[src/design/cdsf_pkg.sv]
`default_nettype none
// ----------------------------------------------------------------------------
// cdsf_pkg
// Shared types, codes and encoding tables for the clock/date segment encoder.
// ----------------------------------------------------------------------------
package cdsf_pkg;

    // Request type codes.
    localparam logic [1:0] REQ_TIME      = 2'd0;
    localparam logic [1:0] REQ_DATE      = 2'd1;
    localparam logic [1:0] REQ_INTENSITY = 2'd2;

    // Intensity level that blanks the display.
    localparam logic [7:0] LEVEL_BLANK = 8'd3;

    localparam logic [7:0] SEG_DASH = 8'h01;
    localparam logic [7:0] SEG_DP   = 8'h80;
    localparam logic [7:0] SEG_OFF  = 8'h00;

    localparam logic [3:0] INTENSITY_REG = 4'hA;
    localparam logic [3:0] NO_REG        = 4'h0;

    localparam logic [6:0]  MAX_TWO_DIGIT = 7'd99;
    localparam logic [13:0] MAX_YEAR      = 14'd9999;

    localparam int NUM_DIGITS  = 8;
    localparam int QUEUE_DEPTH = 2;

    typedef enum logic [1:0] {
        K_TIME,
        K_DATE,
        K_BLANK,
        K_BRIGHT
    } t_kind;

    // One classified request as it waits for the word sequencer.
    typedef struct packed {
        t_kind                            kind;
        logic [NUM_DIGITS-1:0][7:0]       pats;
    } t_entry;

    function automatic logic [7:0] seg_of(input logic [3:0] digit);
        logic [7:0] seg;
        case (digit)
            4'd0:    seg = 8'h7e;
            4'd1:    seg = 8'h30;
            4'd2:    seg = 8'h6d;
            4'd3:    seg = 8'h79;
            4'd4:    seg = 8'h33;
            4'd5:    seg = 8'h5b;
            4'd6:    seg = 8'h5f;
            4'd7:    seg = 8'h70;
            4'd8:    seg = 8'h7f;
            4'd9:    seg = 8'h7b;
            default: seg = SEG_OFF;
        endcase
        return seg;
    endfunction

    function automatic logic [7:0] bright_of(input logic [7:0] level);
        logic [7:0] val;
        case (level)
            8'd0:    val = 8'h0a;
            8'd1:    val = 8'h05;
            8'd2:    val = 8'h00;
            8'd4:    val = 8'h0f;
            default: val = 8'h00;
        endcase
        return val;
    endfunction

endpackage
`default_nettype wire

[src/design/cdsf_front.sv]
`default_nettype none
// ----------------------------------------------------------------------------
// cdsf_front
// Accepts requests, classifies them and turns the fields into segment
// patterns over three pipeline stages before handing them to the queue.
// ----------------------------------------------------------------------------
module cdsf_front (
    input  wire logic                  i_clk,
    input  wire logic                  i_rst_n,
    input  wire logic                  i_push,
    output logic                       o_full,
    input  wire logic [1:0]            i_req_type,
    input  wire logic [6:0]            i_hour,
    input  wire logic [6:0]            i_minute,
    input  wire logic [6:0]            i_second,
    input  wire logic [6:0]            i_day,
    input  wire logic [6:0]            i_month,
    input  wire logic [13:0]           i_year,
    input  wire logic [7:0]            i_level,
    input  wire logic                  i_q_full,
    output logic                       o_q_push,
    output cdsf_pkg::t_entry           o_q_entry
);

    logic                  en;
    logic                  accept;
    logic                  cls_valid;
    cdsf_pkg::t_kind       cls_kind;
    logic [6:0]            sat_a;
    logic [6:0]            sat_b;
    logic [6:0]            sat_c;
    logic [13:0]           sat_y;
    logic [26:0]           y_prod;
    logic [13:0]           hi_x100;
    logic [13:0]           y_lo;
    logic [3:0][14:0]      tens_prod;
    logic [3:0][3:0]       tens;
    logic [3:0][3:0]       units;
    cdsf_pkg::t_entry      n_entry3;

    logic                  r_v1;
    logic                  r_v2;
    logic                  r_v3;
    cdsf_pkg::t_kind       r_kind1;
    cdsf_pkg::t_kind       r_kind2;
    logic [2:0][6:0]       r_val1;
    logic [13:0]           r_y1;
    logic [3:0][6:0]       r_val2;
    cdsf_pkg::t_entry      r_entry3;

    // The whole pipeline moves together; it holds only when its last stage
    // cannot be written into the queue.
    assign en       = !r_v3 || !i_q_full;
    assign o_full   = !en;
    assign accept   = i_push && en;
    assign o_q_push = r_v3 && !i_q_full;
    assign o_q_entry = r_entry3;

    // Classification and saturation.
    always_comb begin
        cls_valid = 1'b0;
        cls_kind  = cdsf_pkg::K_TIME;
        sat_a     = 7'd0;
        sat_b     = 7'd0;
        sat_c     = 7'd0;
        case (i_req_type)
            cdsf_pkg::REQ_TIME: begin
                cls_valid = 1'b1;
                cls_kind  = cdsf_pkg::K_TIME;
                sat_a = (i_hour   > cdsf_pkg::MAX_TWO_DIGIT) ? cdsf_pkg::MAX_TWO_DIGIT : i_hour;
                sat_b = (i_minute > cdsf_pkg::MAX_TWO_DIGIT) ? cdsf_pkg::MAX_TWO_DIGIT : i_minute;
                sat_c = (i_second > cdsf_pkg::MAX_TWO_DIGIT) ? cdsf_pkg::MAX_TWO_DIGIT : i_second;
            end
            cdsf_pkg::REQ_DATE: begin
                cls_valid = 1'b1;
                cls_kind  = cdsf_pkg::K_DATE;
                sat_a = (i_day   > cdsf_pkg::MAX_TWO_DIGIT) ? cdsf_pkg::MAX_TWO_DIGIT : i_day;
                sat_b = (i_month > cdsf_pkg::MAX_TWO_DIGIT) ? cdsf_pkg::MAX_TWO_DIGIT : i_month;
            end
            cdsf_pkg::REQ_INTENSITY: begin
                if (i_level == cdsf_pkg::LEVEL_BLANK) begin
                    cls_valid = 1'b1;
                    cls_kind  = cdsf_pkg::K_BLANK;
                end else if (i_level inside {8'd0, 8'd1, 8'd2, 8'd4}) begin
                    cls_valid = 1'b1;
                    cls_kind  = cdsf_pkg::K_BRIGHT;
                    sat_a     = 7'(cdsf_pkg::bright_of(i_level));
                end
            end
            default: begin
                cls_valid = 1'b0;
            end
        endcase
    end

    // Year hundreds: y / 100 as a multiply by a scaled reciprocal, exact
    // over the saturated range.
    assign sat_y  = (i_year > cdsf_pkg::MAX_YEAR) ? cdsf_pkg::MAX_YEAR : i_year;
    assign y_prod = 27'(sat_y) * 27'd5243;

    // Stage two: year below one hundred, hundreds times 100 by shifts.
    assign hi_x100 = (14'(r_val1[2]) << 6) + (14'(r_val1[2]) << 5)
                   + (14'(r_val1[2]) << 2);
    assign y_lo    = r_y1 - hi_x100;

    // Stage three: split every two-digit value and look up its pattern.
    always_comb begin
        for (int k = 0; k < 4; k++) begin
            tens_prod[k] = 15'(r_val2[k]) * 15'd205;
            tens[k]      = tens_prod[k][14:11];
            units[k]     = 4'(r_val2[k] - ((7'(tens[k]) << 3) + (7'(tens[k]) << 1)));
        end
        n_entry3.kind = r_kind2;
        n_entry3.pats = '0;
        case (r_kind2)
            cdsf_pkg::K_TIME: begin
                n_entry3.pats[0] = cdsf_pkg::seg_of(tens[0]);
                n_entry3.pats[1] = cdsf_pkg::seg_of(units[0]);
                n_entry3.pats[2] = cdsf_pkg::SEG_DASH;
                n_entry3.pats[3] = cdsf_pkg::seg_of(tens[1]);
                n_entry3.pats[4] = cdsf_pkg::seg_of(units[1]);
                n_entry3.pats[5] = cdsf_pkg::SEG_DASH;
                n_entry3.pats[6] = cdsf_pkg::seg_of(tens[2]);
                n_entry3.pats[7] = cdsf_pkg::seg_of(units[2]);
            end
            cdsf_pkg::K_DATE: begin
                n_entry3.pats[0] = cdsf_pkg::seg_of(tens[0]);
                n_entry3.pats[1] = cdsf_pkg::seg_of(units[0]) | cdsf_pkg::SEG_DP;
                n_entry3.pats[2] = cdsf_pkg::seg_of(tens[1]);
                n_entry3.pats[3] = cdsf_pkg::seg_of(units[1]) | cdsf_pkg::SEG_DP;
                n_entry3.pats[4] = cdsf_pkg::seg_of(tens[2]);
                n_entry3.pats[5] = cdsf_pkg::seg_of(units[2]);
                n_entry3.pats[6] = cdsf_pkg::seg_of(tens[3]);
                n_entry3.pats[7] = cdsf_pkg::seg_of(units[3]);
            end
            cdsf_pkg::K_BRIGHT: begin
                n_entry3.pats[0] = {1'b0, r_val2[0]};
            end
            default: begin
                n_entry3.pats = '0;
            end
        endcase
    end

    always_ff @(posedge i_clk) begin
        if (!i_rst_n) begin
            r_v1 <= 1'b0;
            r_v2 <= 1'b0;
            r_v3 <= 1'b0;
        end else if (en) begin
            r_v1 <= accept && cls_valid;
            r_v2 <= r_v1;
            r_v3 <= r_v2;
        end
    end

    always_ff @(posedge i_clk) begin
        if (en) begin
            r_kind1   <= cls_kind;
            r_val1[0] <= sat_a;
            r_val1[1] <= sat_b;
            r_val1[2] <= (i_req_type == cdsf_pkg::REQ_DATE) ? y_prod[25:19] : sat_c;
            r_y1      <= sat_y;

            r_kind2   <= r_kind1;
            r_val2[0] <= r_val1[0];
            r_val2[1] <= r_val1[1];
            r_val2[2] <= r_val1[2];
            r_val2[3] <= y_lo[6:0];

            r_entry3  <= n_entry3;
        end
    end

endmodule
`default_nettype wire

[src/design/cdsf_queue.sv]
`default_nettype none
// ----------------------------------------------------------------------------
// cdsf_queue
// Short register queue of classified requests between front and back.
// ----------------------------------------------------------------------------
module cdsf_queue #(
    parameter int DEPTH = cdsf_pkg::QUEUE_DEPTH
) (
    input  wire logic              i_clk,
    input  wire logic              i_rst_n,
    input  wire logic              i_push,
    input  wire cdsf_pkg::t_entry  i_entry,
    output logic                   o_full,
    output logic                   o_valid,
    output cdsf_pkg::t_entry       o_head,
    input  wire logic              i_pop
);

    localparam int AW = (DEPTH > 1) ? $clog2(DEPTH) : 1;
    localparam int CW = $clog2(DEPTH + 1);

    cdsf_pkg::t_entry   r_mem [DEPTH];
    logic [AW-1:0]      r_wr;
    logic [AW-1:0]      r_rd;
    logic [CW-1:0]      r_count;
    logic               do_push;
    logic               do_pop;

    assign o_full  = (r_count == CW'(DEPTH));
    assign o_valid = (r_count != '0);
    assign o_head  = r_mem[r_rd];
    assign do_push = i_push && !o_full;
    assign do_pop  = i_pop && o_valid;

    always_ff @(posedge i_clk) begin
        if (!i_rst_n) begin
            r_wr    <= '0;
            r_rd    <= '0;
            r_count <= '0;
        end else begin
            if (do_push) begin
                r_wr <= (r_wr == AW'(DEPTH - 1)) ? '0 : r_wr + 1'b1;
            end
            if (do_pop) begin
                r_rd <= (r_rd == AW'(DEPTH - 1)) ? '0 : r_rd + 1'b1;
            end
            if (do_push && !do_pop) begin
                r_count <= r_count + 1'b1;
            end else if (do_pop && !do_push) begin
                r_count <= r_count - 1'b1;
            end
        end
    end

    always_ff @(posedge i_clk) begin
        if (do_push) begin
            r_mem[r_wr] <= i_entry;
        end
    end

endmodule
`default_nettype wire

[src/design/cdsf_back.sv]
`default_nettype none
// ----------------------------------------------------------------------------
// cdsf_back
// Word sequencer: walks the head request one word per cycle, while the output
// stage is empty or its word is taken, into a registered output stage.
// ----------------------------------------------------------------------------
module cdsf_back (
    input  wire logic              i_clk,
    input  wire logic              i_rst_n,
    input  wire logic              i_q_valid,
    input  wire cdsf_pkg::t_entry  i_q_head,
    output logic                   o_q_pop,
    output logic                   o_empty,
    input  wire logic              i_pop,
    output logic [3:0]             o_digit_register,
    output logic [7:0]             o_segment_pattern,
    output logic                   o_last
);

    logic          load;
    logic [3:0]    w_reg;
    logic [7:0]    w_pat;
    logic          w_last;

    logic          r_out_valid;
    logic [2:0]    r_idx;
    logic [3:0]    r_reg;
    logic [7:0]    r_pat;
    logic          r_last;

    // A new word enters the output stage whenever the queue has a head and the
    // stage is empty or its word is being taken in this cycle.
    assign load    = i_q_valid && (!r_out_valid || i_pop);
    assign o_q_pop = load && w_last;
    assign o_empty = !r_out_valid;
    assign o_digit_register  = r_reg;
    assign o_segment_pattern = r_pat;
    assign o_last            = r_last;

    always_comb begin
        case (i_q_head.kind)
            cdsf_pkg::K_TIME, cdsf_pkg::K_DATE: begin
                w_reg  = 4'd8 - {1'b0, r_idx};
                w_pat  = i_q_head.pats[r_idx];
                w_last = (r_idx == 3'(cdsf_pkg::NUM_DIGITS - 1));
            end
            cdsf_pkg::K_BLANK: begin
                w_reg  = {1'b0, r_idx} + 4'd1;
                w_pat  = cdsf_pkg::SEG_OFF;
                w_last = (r_idx == 3'(cdsf_pkg::NUM_DIGITS - 1));
            end
            cdsf_pkg::K_BRIGHT: begin
                w_reg  = cdsf_pkg::INTENSITY_REG;
                w_pat  = i_q_head.pats[0];
                w_last = 1'b1;
            end
            default: begin
                w_reg  = cdsf_pkg::NO_REG;
                w_pat  = cdsf_pkg::SEG_OFF;
                w_last = 1'b1;
            end
        endcase
    end

    always_ff @(posedge i_clk) begin
        if (!i_rst_n) begin
            r_out_valid <= 1'b0;
            r_idx       <= '0;
        end else begin
            if (load) begin
                r_out_valid <= 1'b1;
                r_idx       <= w_last ? 3'd0 : r_idx + 3'd1;
            end else if (i_pop) begin
                r_out_valid <= 1'b0;
            end
        end
    end

    always_ff @(posedge i_clk) begin
        if (load) begin
            r_reg  <= w_reg;
            r_pat  <= w_pat;
            r_last <= w_last;
        end
    end

endmodule
`default_nettype wire

[src/design/clock_date_segment_frame_encoder.sv]
`default_nettype none
// ----------------------------------------------------------------------------
// clock_date_segment_frame_encoder
// Turns time, date and intensity requests into register-write words for an
// eight-digit seven-segment display driver.
// ----------------------------------------------------------------------------
//  Channel   | Handshake     | Payload
//  ----------+---------------+------------------------------------------------
//  request   | i_push/o_full | i_req_type, i_hour .. i_year, i_level
//  word      | o_empty/i_pop | o_digit_register, o_segment_pattern, o_last
//
// A request passes a three-stage front pipeline, then waits in a short
// queue; the sequencer sends one word per cycle while the output is taken,
// eight words for a time, date or blank request and one for brightness.
// With an idle output the first word goes through the front stages, the
// queue and the registered output stage before it reaches the outputs.
// Requests that produce no word are dropped in the front.
// Reset is synchronous; a held output stalls the sequencer, a full queue
// stalls the front and raises o_full once the front's last stage is full.
// ----------------------------------------------------------------------------
module clock_date_segment_frame_encoder #(
    parameter int QDEPTH = cdsf_pkg::QUEUE_DEPTH
) (
    input  wire logic          i_clk,
    input  wire logic          i_rst_n,
    input  wire logic          i_push,
    output logic               o_full,
    input  wire logic [1:0]    i_req_type,
    input  wire logic [6:0]    i_hour,
    input  wire logic [6:0]    i_minute,
    input  wire logic [6:0]    i_second,
    input  wire logic [6:0]    i_day,
    input  wire logic [6:0]    i_month,
    input  wire logic [13:0]   i_year,
    input  wire logic [7:0]    i_level,
    output logic               o_empty,
    input  wire logic          i_pop,
    output logic [3:0]         o_digit_register,
    output logic [7:0]         o_segment_pattern,
    output logic               o_last
);

    logic              q_push;
    cdsf_pkg::t_entry  q_in;
    logic              q_full;
    logic              q_valid;
    cdsf_pkg::t_entry  q_head;
    logic              q_pop;

    cdsf_front u_front (
        .i_clk      (i_clk),
        .i_rst_n    (i_rst_n),
        .i_push     (i_push),
        .o_full     (o_full),
        .i_req_type (i_req_type),
        .i_hour     (i_hour),
        .i_minute   (i_minute),
        .i_second   (i_second),
        .i_day      (i_day),
        .i_month    (i_month),
        .i_year     (i_year),
        .i_level    (i_level),
        .i_q_full   (q_full),
        .o_q_push   (q_push),
        .o_q_entry  (q_in)
    );

    cdsf_queue #(
        .DEPTH (QDEPTH)
    ) u_queue (
        .i_clk   (i_clk),
        .i_rst_n (i_rst_n),
        .i_push  (q_push),
        .i_entry (q_in),
        .o_full  (q_full),
        .o_valid (q_valid),
        .o_head  (q_head),
        .i_pop   (q_pop)
    );

    cdsf_back u_back (
        .i_clk             (i_clk),
        .i_rst_n           (i_rst_n),
        .i_q_valid         (q_valid),
        .i_q_head          (q_head),
        .o_q_pop           (q_pop),
        .o_empty           (o_empty),
        .i_pop             (i_pop),
        .o_digit_register  (o_digit_register),
        .o_segment_pattern (o_segment_pattern),
        .o_last            (o_last)
    );

endmodule
`default_nettype wire
[config.mk]
export PLATFORM = sky130hd
export DESIGN_NAME = clock_date_segment_frame_encoder
export DESIGN_NICKNAME = d
export VERILOG_FILES = /design/src/design/cdsf_pkg.sv /design/src/design/cdsf_front.sv /design/src/design/cdsf_queue.sv /design/src/design/cdsf_back.sv /design/src/design/clock_date_segment_frame_encoder.sv
export SDC_FILE = /design/constraint.sdc
export NUM_CORES = 1
export LEC_CHECK = 0
export BUFFER_PORTS_ARGS = -buffer_cell sky130_fd_sc_hd__buf_2
export CELL_PAD_IN_SITES_DETAIL_PLACEMENT = 1
export CELL_PAD_IN_SITES_GLOBAL_PLACEMENT = 2
export CORE_ASPECT_RATIO = 1.25
export CORE_MARGIN = 4
export CORE_UTILIZATION = 35
export CTS_CLUSTER_SIZE = 8
export DETAILED_ROUTE_END_ITERATION = 7
export PLACE_DENSITY_LB_ADDON = 0.1
export SYNTH_ARGS = -nofsm -noshare
export SYNTH_HDL_FRONTEND = slang
export SYNTH_SLANG_ARGS = --single-unit
[constraint.sdc]
create_clock -name i_clk -period 8.25 [get_ports i_clk]
set_clock_uncertainty 0.1 [all_clocks]
set_input_delay 0.825 -clock i_clk [delete_from_list [all_inputs] [get_ports i_clk]]
set_output_delay 0.825 -clock i_clk [all_outputs]
set_load 0.01 [all_outputs]
**After elaboration in Yosys (flattened, before gate mapping)**

Memories as Yosys holds them, arrays and structs flattened. A register that Yosys moved wholly into a read port is not among the register bits.
Cells that the tools add are included.

- Equality and inequality tests: 13
- Mux-type cells: 37
- Reduce and logical (&&, ||, !) cells: 28
- Order comparisons: 7
- Multiply operators: 5
- Add/subtract/negate cells: 18

Operator list:

| cell | number |
|---|---|
| case mux 56 bit (2 select lines) | 1 |
| 2-to-1 mux 7 bit | 9 |
| multiplier 7 x 8 -> 15 bit, second input constant | 4 |
| case mux 8 bit (3 select lines) | 2 |
| > comparator 7 bit, second input constant | 5 |
| multiplier 14 x 13 -> 26 bit, second input constant | 1 |
| binary-select mux 8 bit (select 3 bit) | 1 |
| case mux 4 bit (3 select lines) | 2 |
| case mux 7 bit (3 select lines) | 1 |
| adder 4 bit | 4 |
| equality test 8 x 2 -> 1 bit, second input constant | 2 |
| subtractor 4 bit | 4 |
| adder 7 bit | 2 |
| > comparator 14 bit, second input constant | 1 |
| 2-to-1 mux 14 bit | 1 |
| case mux 7 bit (2 select lines) | 1 |
| equality test 2 bit, second input constant | 5 |
| 2-to-1 mux 1 bit | 10 |
| logical AND 1 bit | 9 |
| equality test 8 x 1 -> 1 bit, second input constant | 1 |
| equality test 8 x 3 -> 1 bit, second input constant | 1 |
| logical NOT 8 bit | 1 |
| 2-to-1 mux 2 bit | 4 |
| 2-to-1 mux 8 bit | 1 |
| 20 further kinds | 35 |

- Input port bits: 63
- Word-level logic and storage cells: 153
- RAM bits: 132
- Bits in read-only memories: 1568
- Output and inout port bits: 15
- Memories: 15
- Register bits after elaboration: 150

Memories:

| name | words | bits a word | read ports | clocked after memory_dff | write ports | RTL line | text |
|---|---|---|---|---|---|---|---|
| u_queue.r_mem | 2 | 66 | 1 | 1 | 1 | cdsf_queue.sv:22 | `cdsf_pkg::t_entry r_mem [DEPTH];` |
| (name not given) | 16 | 7 | 1 | 0 | 0 | cdsf_pkg.sv:44 | `case (digit)` |
| (name not given) | 16 | 7 | 1 | 0 | 0 | cdsf_pkg.sv:44 |  |
| (name not given) | 16 | 7 | 1 | 0 | 0 | cdsf_pkg.sv:44 |  |
| (name not given) | 16 | 7 | 1 | 0 | 0 | cdsf_pkg.sv:44 |  |
| (name not given) | 16 | 7 | 1 | 0 | 0 | cdsf_pkg.sv:44 |  |
| +9 memories | - | - | - | - | - | - |  |

**Logic depth before layout (Yosys ltp)**

- Word-level depth: 8
- Mapped depth: 27
- Gate-level depth less buffers: 25

**Cells and area by module**

From an unflattened synthesis, not the netlist that was laid out.

- Cell total of the unflattened synthesis: 1702
- Area, all modules: 20148.1 um^2

By module, submodules not included:

| module | instances | area an instance (um^2) | cells each | seq. area each (um^2) |
|---|---|---|---|---|
| cdsf_front | 1 | 13860.8 | 1349 | 3633.5 |
| cdsf_queue | 1 | 5006.1 | 230 | 4063.9 |
| cdsf_back | 1 | 1281.2 | 123 | 470.5 |

**Worst setup path before layout**

OpenSTA, ideal clock, no wires.

- Kind: input port to flip-flop
- Start point: input port i_year[7]
- End point: register u_front.r_val1[18] (netlist name), data pin
- Buffers on the path: 3
- Arrival: 6.753 ns
- Path slack: 1.140 ns
- Setup time: 0.257 ns
- Stages on the path: 25
- Required time: 7.893 ns
- Path through: clkbuf_1 -> nor4_1 -> nor2_1 -> nor3_1 -> nand2b_1 -> clkbuf_1 -> clkbuf_1 -> and2_1 -> ha_1 -> a21o_1 -> ha_1 -> fa_1 -> fa_1 -> inv_1 -> fa_1 -> inv_1 -> ha_1 -> and3_1 -> nand2_1 -> o21ai_0 -> a2111oi_1 -> o31ai_1 -> a21o_1 -> a211o_1 -> a32o_1

- Word-level cells in the longest chain between the ends: 4

RTL lines:

| item | RTL line | text |
|---|---|---|
| from (decl) | clock_date_segment_frame_encoder.sv:34 | `input wire logic [13:0] i_year,` |
| > comparator 14 bit | cdsf_front.sv:98 | `assign sat_y = (i_year > cdsf_pkg::MAX_YEAR) ? cdsf_pkg::MAX_YEAR : i_year;` |
| 2-to-1 mux 14 bit | cdsf_front.sv:98 |  |
| via u_front.sat_y[6] | cdsf_front.sv:32 | `logic [13:0] sat_y;` |
| multiplier 14 x 13 -> 26 bit | cdsf_front.sv:99 | `assign y_prod = 27'(sat_y) * 27'd5243;` |
| 2-to-1 mux 7 bit | cdsf_front.sv:162 | `r_val1[2] <= (i_req_type == cdsf_pkg::REQ_DATE) ? y_prod[25:19] : sat_c;` |
| to (decl) | cdsf_front.sv:46 | `logic [2:0][6:0] r_val1;` |

The timed path passes the listed nets, and every way through them passes these cells.
A chain may end at the register's enable or synchronous reset.

**Final worst setup path**

- Start point: input port i_year[7]
- End point: register u_front.r_val1[19] (netlist name), data pin

- Word-level cells in the longest chain between the ends: 4

RTL lines:

| item | RTL line |
|---|---|
| > comparator 14 bit | cdsf_front.sv:98 |
| 2-to-1 mux 14 bit (*) | cdsf_front.sv:98 |
| multiplier 14 x 13 -> 26 bit (*) | cdsf_front.sv:99 |
| 2-to-1 mux 7 bit (*) | cdsf_front.sv:162 |

Mark *: on every way between the ends. The rest lies on a longest branch, timed or not.

==> qor.txt <==
CTS Buf Count - 39
Most used DFF post-synth - edfxtp_1
clock buffer depth - 3
Core Box Area - 55300 um2
final hold vios - 0
crit end category - register
crit share post-route - 80.7%
chip height - 273 um
layout cells sized above 1 - 11.1%
Avg Synthesized Cell Area - 11.7 um2
logic gate share of total power - 63.1%
WL per Instance - 18.8 um
Leak Pwr - 9.75 nW
syn nets - 2139
Pins Over Slew Limit - 0
adder and majority gate portion of the synthesized area - 28.6%
CP Max Fanout - 8
Non-Filler Instances - 2512
setup tns final - 0 ns
port bufs - 77
max incr delay on CP - 0.56 ns
Reg clk slew, reported paths - 0.05 ns
RSZ-0062 raised after global routing - no
clock power share - 15.8%
Initial DRT Pass Iterations - 4
largest net degree at the start of global routing - 62
startpoint types - primary input
Hold Buf Count CTS - 0
DRT iter0 DRCs - 459
starting density of the core - 35.6%
htree depth - 2
Clock Sinks - 262
post-synthesis cell type count - 83
YS warnings - 0
WP data arrival - 6.84 ns
die width - 220 um
Resize count post-CTS - 0
CP Class - in2reg
Sw Ratio - 46.4%
Overall Power - 0.00924 W
layout net count - 2223
Inst Count DP - 2458
Residual DRC - 0
worst-margin pin slew - 1.14 ns
Net Switching - 0.00429 W
Internal - 0.00496 W
Boundary Pins - 78
drt via density - 5.03
critical path's slowest cell - o31ai_1
overall routing resource usage - 16.1%
setup bufs post-CTS - 0
global route total overflow - 0
fmax - 0.150 GHz
via count - 12600
run status - complete, no violations
CP required - 8.44 ns
clock latency on the worst-skew pair - 0.55 ns
TritonCTS clock tree - yes
EDFF count, synth - 250
Rows - 96
sequential share of power - 21.1%
worst rel slew slack - 23.2%
initial antenna violation count - 0
min cycle time layout - 6.66 ns
largest family of logic cells by synthesized area - adder cells
vias in the first global route - 14100
post-synthesis simple-gate area fraction - 8.21%
pwr dens - 420 nW/um2
Die Area - 60100 um2
n_diodes - 0
Area Growth Syn to Fin - 11.8%
Mapped Area - 19700 um2
Routability Congestion - 0.793
Compound-Gate Fraction of Synth Area - 10.3%
Yosys reg bits - 262
final setup fails - 0
max-cap violation count - 0
HPWL after DPL - 38.2 mm
async set-reset flop share out of synthesis - 0%
routed wire length - 47.3 mm
Root Buffer - clkbuf_16
post-route setup slack - 1.59 ns
XOR/XNOR share of the synthesized area - 3.24%
post-synthesis mux area share - 4.85%
pre-CTS worst setup slack - 0.958 ns
ANT nets after route - 0
Peak VDD IR - 0.000412 V
post-synthesis cell count - 1680
Seq/Total Area, Yosys - 39.4%
Hold/Removal Path Class - reg2reg
first-pass GRT wire length - 76.4 mm
through the flow:
step                cell area [um2]  hold slack [ns]  util, %
floorplan                     19700            0.300        -
finish                        22000            0.314     39.8
detailed placement            20900            0.305     37.8
global route                  22000            0.321     39.8
CTS                           22000            0.316     39.8
global placement              20900            0.301     37.8
kinds of logic (layout without fill, tap and decap cells):
family	after synthesis	after routing
AO/OA/AOI/OAI	288	288
buffers and inverters	281	378
adder cells (fa/ha/maj)	397	397
AND/OR/NAND/NOR	318	318
XOR/XNOR	71	71
multiplexers	63	63
flip-flops	262	262
final cells by class:
cell class	instances	area, um2
Multi-Input combinational cell	1137	10900
Clock buffer	48	1010
Clock inverter	6	93.8
Sequential cell	262	7750
Fill cell	5990	33300
Inverter	238	896
Tap cell	735	920
Timing Repair Buffer	86	453
final timing paths:
kind / from / endpoint / slack [ns] / cells after the start
setup reg to reg: u_front.r_val2[11] / u_front.o_q_entry[32] / 1.81 / 19
setup / recovery: i_year[7] / u_front.r_val1[19] / 1.59 / 25
hold reg to reg: u_front.r_kind1[1] / u_front.r_kind2[1] / 0.31 / 0
hold / removal: u_front.r_kind1[1] / u_front.r_kind2[1] / 0.31 / 0
synthesized netlist by cell type, types with 7 or more instances:
cell      count  area, um2
a211o_1       8       70.1
a211oi_1     15        113
a21boi_0      8       60.1
a21o_1       28        210
a21oi_1      59        295
a221oi_1      7       61.3
a31oi_1      14       87.6
and2_1       17        106
and3_1       16        100
clkbuf_1     35        131
dfxtp_1      12        240
edfxtp_1    250       7510
fa_1         87       1740
ha_1        309       3870
inv_1       235        882
mux2_2        8       90.1
mux2i_1      30        300
mux4_2       25        563
nand2_1      80        300
nand2b_1     19        119
nand3_1      26        130
nand4_1       9       56.3
nor2_1       70        263
nor2b_1      14       87.6
nor3_1       21        105
o211ai_1     11       82.6
o21a_1        9       67.6
o21ai_0      48        240
o22ai_1       8       50.1
or2_2         8       50.1
or3_1         7       43.8
xnor2_1      46        403
xor2_1       24        210
cell usage in the layout (no fill, tap or decap), drive strengths merged, types with 9 or more instances in the layout:
| cell type | netlist | routed |
|---|---|---|
| xor2 | 24 | 24 |
| o21ai | 52 | 52 |
| inv | 236 | 237 |
| mux2i | 30 | 30 |
| nor3 | 21 | 21 |
| nand2 | 81 | 81 |
| a211oi | 16 | 16 |
| edfxtp | 250 | 250 |
| and2 | 18 | 18 |
| and3 | 16 | 16 |
| xnor2 | 46 | 46 |
| o211ai | 11 | 11 |
| a21oi | 64 | 64 |
| o21a | 9 | 9 |
| a21o | 28 | 28 |
| or2 | 9 | 9 |
| clkbuf | 35 | 48 |
| mux4 | 25 | 25 |
| nor2 | 70 | 70 |
| fa | 87 | 87 |
| buf | 8 | 86 |
| dfxtp | 12 | 12 |
| nand4 | 9 | 9 |
| nand2b | 19 | 19 |
| a31oi | 14 | 14 |
| ha | 309 | 309 |
| nor2b | 14 | 14 |
| nand3 | 26 | 26 |
worst max-delay path: cells and delay by family:
family | cells | cell delay, ns
xor+xnor | 1 | 0.18
simple gates | 7 | 1.37
buf+inv | 6 | 0.52
fa+ha+maj | 6 | 2.67
compound gates | 5 | 1.28
flip-flops by register name, indices dropped and copies added, names as in the netlist, 3 cells and up, named ones only:
register                  flops
u_queue.r_mem               118
u_front.o_q_entry            59
u_front.r_val2               28
u_front.r_val1               21
u_back.o_segment_pattern      8
u_front.r_y1                  7
u_back.o_digit_register       4
u_back.r_idx                  3
layer usage:
layer  GRT usage [%]  part of all wire [%]  vias up  routed length, um
met2            31.5                    55      138              26100
met3            1.90                   2.0       73                945
met4            4.48                   2.5        0               1210
met1            18.2                    40     6241              19100
met5               0                     0        -                  0
li1                -                     -     6189                  -
power by group through the flow:
stage | logic [W] | clock network, W | registers [W]
after floorplan | 0.00440 | 0 | 0.00189
after global routing | 0.00675 | 0.00157 | 0.00198
after detailed placement | 0.00589 | 0 | 0.00199
after CTS | 0.00594 | 0.00151 | 0.00196
after global placement | 0.00580 | 0 | 0.00197
final | 0.00583 | 0.00146 | 0.00195
Note: power is estimated with default switching activity, not from simulation.
